--- src/rtl/tks_pkg.sv ---
// ----------------------------------------------------------------------------
// tks_pkg
// shared types and constants of the trigram key swap scorer
// ----------------------------------------------------------------------------
package tks_pkg;

  localparam int unsigned SymW    = 5;
  localparam int unsigned Letters = 26;
  localparam int unsigned IdxW    = 15;
  localparam int unsigned WtW     = 16;
  localparam int unsigned LpW     = 24;
  localparam int unsigned AccW    = 56;
  localparam int unsigned CntW    = 13;
  localparam int unsigned ProdW   = 41;

  // request layout on the slave side tdata
  localparam int unsigned InDataW   = 88;
  localparam int unsigned OffIndex  = 0;
  localparam int unsigned OffFirst  = 15;
  localparam int unsigned OffSecond = 20;
  localparam int unsigned OffThird  = 25;
  localparam int unsigned OffWeight = 30;
  localparam int unsigned OffLogP   = 46;
  localparam int unsigned OffKeyVal = 70;
  localparam int unsigned OffLetA   = 75;
  localparam int unsigned OffLetB   = 80;

  typedef enum logic [2:0] {
    OP_WR_EVENT = 3'd0,
    OP_WR_TABLE = 3'd1,
    OP_WR_KEY   = 3'd2,
    OP_SWAP     = 3'd3,
    OP_SCORE    = 3'd4
  } op_e;

  typedef enum logic [2:0] {
    ST_IDLE,
    ST_KEY_RD,
    ST_KEY_CAP,
    ST_SCAN,
    ST_DONE
  } state_e;

  typedef struct packed {
    logic [WtW-1:0]  weight;
    logic [SymW-1:0] id_third;
    logic [SymW-1:0] id_second;
    logic [SymW-1:0] id_first;
  } event_t;

  typedef struct packed {
    logic clr;
    logic en;
    logic swap;
  } mac_ctrl_t;

endpackage

--- src/rtl/tks_mac.sv ---
// ----------------------------------------------------------------------------
// tks_mac
// weighted term multiply and saturating 56-bit accumulate
// ----------------------------------------------------------------------------
module tks_mac (
  input  logic                               clk_i,
  input  logic                               rst_ni,
  input  tks_pkg::mac_ctrl_t                 ctrl_i,
  input  logic signed [tks_pkg::LpW-1:0]     tab_orig_i,
  input  logic signed [tks_pkg::LpW-1:0]     tab_swap_i,
  input  logic        [tks_pkg::WtW-1:0]     weight_i,
  output logic                               busy_o,
  output logic signed [tks_pkg::AccW-1:0]    acc_o,
  output logic                               sat_o
);

  localparam logic signed [tks_pkg::AccW-1:0] AccMax = {1'b0, {(tks_pkg::AccW-1){1'b1}}};
  localparam logic signed [tks_pkg::AccW-1:0] AccMin = {1'b1, {(tks_pkg::AccW-1){1'b0}}};

  logic signed [tks_pkg::LpW:0]         term;
  logic signed [tks_pkg::WtW:0]         wt_s;
  logic signed [tks_pkg::LpW+tks_pkg::WtW+1:0] prod_full;
  logic signed [tks_pkg::ProdW-1:0]     prod_q;
  logic                                 pv_q;
  logic signed [tks_pkg::AccW:0]        sum;
  logic signed [tks_pkg::AccW-1:0]      acc_q, acc_d;
  logic                                 sat_q, sat_d;

  always_comb begin
    if (ctrl_i.swap) begin
      term = {tab_swap_i[tks_pkg::LpW-1], tab_swap_i} - {tab_orig_i[tks_pkg::LpW-1], tab_orig_i};
    end else begin
      term = {tab_orig_i[tks_pkg::LpW-1], tab_orig_i};
    end
  end

  assign wt_s      = $signed({1'b0, weight_i});
  assign prod_full = term * wt_s;

  always_ff @(posedge clk_i or negedge rst_ni) begin
    if (!rst_ni) begin
      pv_q <= 1'b0;
    end else begin
      pv_q <= ctrl_i.en;
    end
  end

  always_ff @(posedge clk_i) begin
    prod_q <= prod_full[tks_pkg::ProdW-1:0];
  end

  assign sum = {acc_q[tks_pkg::AccW-1], acc_q}
             + {{(tks_pkg::AccW+1-tks_pkg::ProdW){prod_q[tks_pkg::ProdW-1]}}, prod_q};

  always_comb begin
    acc_d = acc_q;
    sat_d = sat_q;
    if (ctrl_i.clr) begin
      acc_d = '0;
      sat_d = 1'b0;
    end else if (pv_q) begin
      if (sum[tks_pkg::AccW] != sum[tks_pkg::AccW-1]) begin
        sat_d = 1'b1;
        acc_d = sum[tks_pkg::AccW] ? AccMin : AccMax;
      end else begin
        acc_d = sum[tks_pkg::AccW-1:0];
      end
    end
  end

  always_ff @(posedge clk_i or negedge rst_ni) begin
    if (!rst_ni) begin
      acc_q <= '0;
      sat_q <= 1'b0;
    end else begin
      acc_q <= acc_d;
      sat_q <= sat_d;
    end
  end

  assign busy_o = pv_q;
  assign acc_o  = acc_q;
  assign sat_o  = sat_q;

endmodule
--- config.mk ---
export PLATFORM = sky130hd
export DESIGN_NAME = tks_mac
export DESIGN_NICKNAME = d
export VERILOG_FILES = /design/src/rtl/tks_pkg.sv /design/src/rtl/tks_mac.sv
export SDC_FILE = /design/constraint.sdc
export NUM_CORES = 1
export LEC_CHECK = 0
export BUFFER_PORTS_ARGS = -buffer_cell sky130_fd_sc_hd__clkbuf_2
export CAP_MARGIN = 30
export CORE_ASPECT_RATIO = 1.2
export CORE_MARGIN = 3
export CORE_UTILIZATION = 25
export CTS_CLUSTER_DIAMETER = 120
export DETAILED_ROUTE_END_ITERATION = 16
export GPL_TIMING_DRIVEN = 0
export SLEW_MARGIN = 20
export SYNTH_ARGS = -nofsm -noshare
export SYNTH_HDL_FRONTEND = slang
export SYNTH_SLANG_ARGS = --single-unit
export TNS_END_PERCENT = 100
--- constraint.sdc ---
create_clock -name clk_i -period 4.8 [get_ports clk_i]
set_input_delay 0.48 -clock clk_i [delete_from_list [all_inputs] [get_ports clk_i]]
set_output_delay 0.48 -clock clk_i [all_outputs]
set_load 0.05 [all_outputs]
==> out/qor.yml <==
status: "complete, but fails checks"
violations: "setup timing"
arrival_ns: 8.42
drt_iter0_drc: 831
timing.fmax_mhz: 123
path_class: "in2reg"
clkTransAtPathRegs_ns: 0.08
port_buffers: 125
critical_path.most_common_cell: "fa_1"
grt_antenna_before_repair: 1
cp_max_fo: 6
dieArea_um2: 92100
start_util: 0.254
synth_fp_nets: 3242
yosys_warnings: 0
cp_slowest_cell: "fa_1"
multi_input_area_um2: 18800
numCtsBuffers: 9
yosysTopAreaCell: "fa_1"
grt_use_total: 0.145
htree_levels: 3
num_rows: 118
synth-main-ff-cell: "dfrtp_1"
yosysSeqAreaShare: 0.103
grt_pass1_vias: 19039
synth_async_sr_flop_share: 0.586
r2r-start: "acc_o[0]$_DFFE_PN0P_"
ys_seq_elements: 99
layout.area.seq_um2: 2270
syn_area_um2: 22100
finalHoldViolCount: 0
synth-edff-count: 0
clkSinkCount: 99
dpl_worst_slack_ns: -4.75
cts_tree: "yes"
core_um2: 87000
holdWs_ns: 0.228
ant_nets: 0
dpl.cell_count: 3880
slew_headroom: 0.384
die_h_um: 332
drc_errors: 0
crit_path_start_kind: "input port"
grt_max_degree: 51
num_io_pins: 127
clk_latency_ns: 0.36
fin_ws_ns: -3.34
hpwl_mm: 55.5
setup_viol_count_final: 34
period_minus_slack_ns: 8.14
vias_per_cell: 4.52
fin_crit_sh: 1.69
clock-root-buffer: "clkbuf_16"
synth.most_common_cell: "inv_1"
fin_skew_ns: 0.0134
min_path_type: "in2reg"
synth_area_leaders: "fa_1 (35%), ha_1 (10%), inv_1 (8.3%), dfrtp_1 (6.6%), nand2_1 (5.2%)"
place.gp.congestion: 0.882
synth_common_cells: "inv_1 (489), fa_1 (382), nand2_1 (309), ha_1 (181), and2_1 (153)"
dr_total_vias: 18060
required_ns: 5.09
hp-start: "ctrl_i[1]"
syn_inst: 2610
grt_pass1_wl_mm: 107
crit_start: "tab_swap_i[0]"
setup_tns_ns: -80.73
synth_top_area_share: 0.346
fillers: 9021
synth_area_per_cell_um2: 8.48
nets: 3485
slew_viol_final: 0
critPathCaptureType: "flip-flop"
tightest_slew_ns: 0.924
first_pass_iters: 5
synthDistinctLibCells: 68
rsz0062_at_grt: "yes"
stdcell_count: 3999
area_growth_pct: 21.5
routed_wl_mm: 67.1
cpPeakStageDelay_ns: 0.54
die_x_um: 278
drv_cap: 0
clockBufferDepth: 2
wire_per_inst_um: 16.8
gr-total-overflow: 0
drive_above_1_share: 0.176
[repair_timing]
item,CTS,global route
cloned,1,0
hold endpoints to repair,8,0
buffers inserted,79,26
pin swaps,122,75
endpoints found under the setup margin,37,36
hold buffers,1,0
resized for setup,217,100
[worst max-delay path, delay by kind of cell]
kind,cells,cell delay (ns)
buf+inv,7,0.62
fa+ha+maj,9,3.77
mux,1,0.24
xor+xnor,2,0.31
simple gates,5,0.78
compound gates,12,2.19
[routing by layer]
layer | share of wire | GRT usage
met5 | 0 | 0
met2 | 0.49 | 0.259
met3 | 0.049 | 0.0149
met4 | 0.040 | 0.0489
met1 | 0.42 | 0.183
[kinds of logic (layout without fill, tap and decap cells)]
group,count (synthesis),after routing,share of synthesized area
AOI/OAI and AO/OA,418,418,0.118
xor gates and xnor gates,116,116,0.0459
adders and majority gates,567,567,0.450
buffers and inverters,596,844,0.103
DFF,99,99,0.103
muxes,8,8,0.00368
other,0,1,0
and+or+nand+nor,806,806,0.177
[registers in the layout, summed over array words and instances (netlist names)]
name	cells
acc_o	56
prod_q	41
busy_o	1
sat_o	1
[cell usage in the layout (no fill, tap or decap), types with 59 or more instances in the layout]
master    count
fa_1        366
ha_1        154
inv_1       459
nand2_1     300
xnor2_1      74
buf_4        76
nor2_1      117
and2_1      146
o21ai_0      59
clkbuf_1     64
clkbuf_2    132
a21oi_1      80
[through the flow]
stage / util / instance area (um2)
after floorplan: - / 22400
after global placement: 0.282 / 24500
after detailed placement: 0.282 / 24500
after CTS: 0.303 / 26300
after global routing: 0.309 / 26900
final: 0.309 / 26900
[area by class of cell]
type / count / area share
Antenna cell: 1 / 0.0000931
Buffer: 107 / 0.0247
Clock buffer: 9 / 0.00838
Clock inverter: 7 / 0.00223
Inverter: 489 / 0.0690
Multi-Input combinational cell: 1915 / 0.699
Sequential cell: 99 / 0.0845
Tap cell: 1140 / 0.0531
Timing Repair Buffer: 232 / 0.0591
[final timing paths]
check	end	slack, ns	depth (start not counted)
min in group asynchronous	acc_o[0]$_DFFE_PN0P_	0.52	2
worst max-delay path	prod_q[40]$_DFF_P_	-3.34	36
max in group asynchronous	acc_o[28]$_DFFE_PN0P_	3.79	3
worst min-delay path	busy_o$_DFF_PN0_	0.23	1
worst min register to register	acc_o[6]$_DFFE_PN0P_	0.52	2
worst max register to register	acc_o[53]$_DFFE_PN0P_	0.60	13
Power is not shown: default switching activity piles up to over one toggle a cycle in this logic, so the estimate is an artifact.
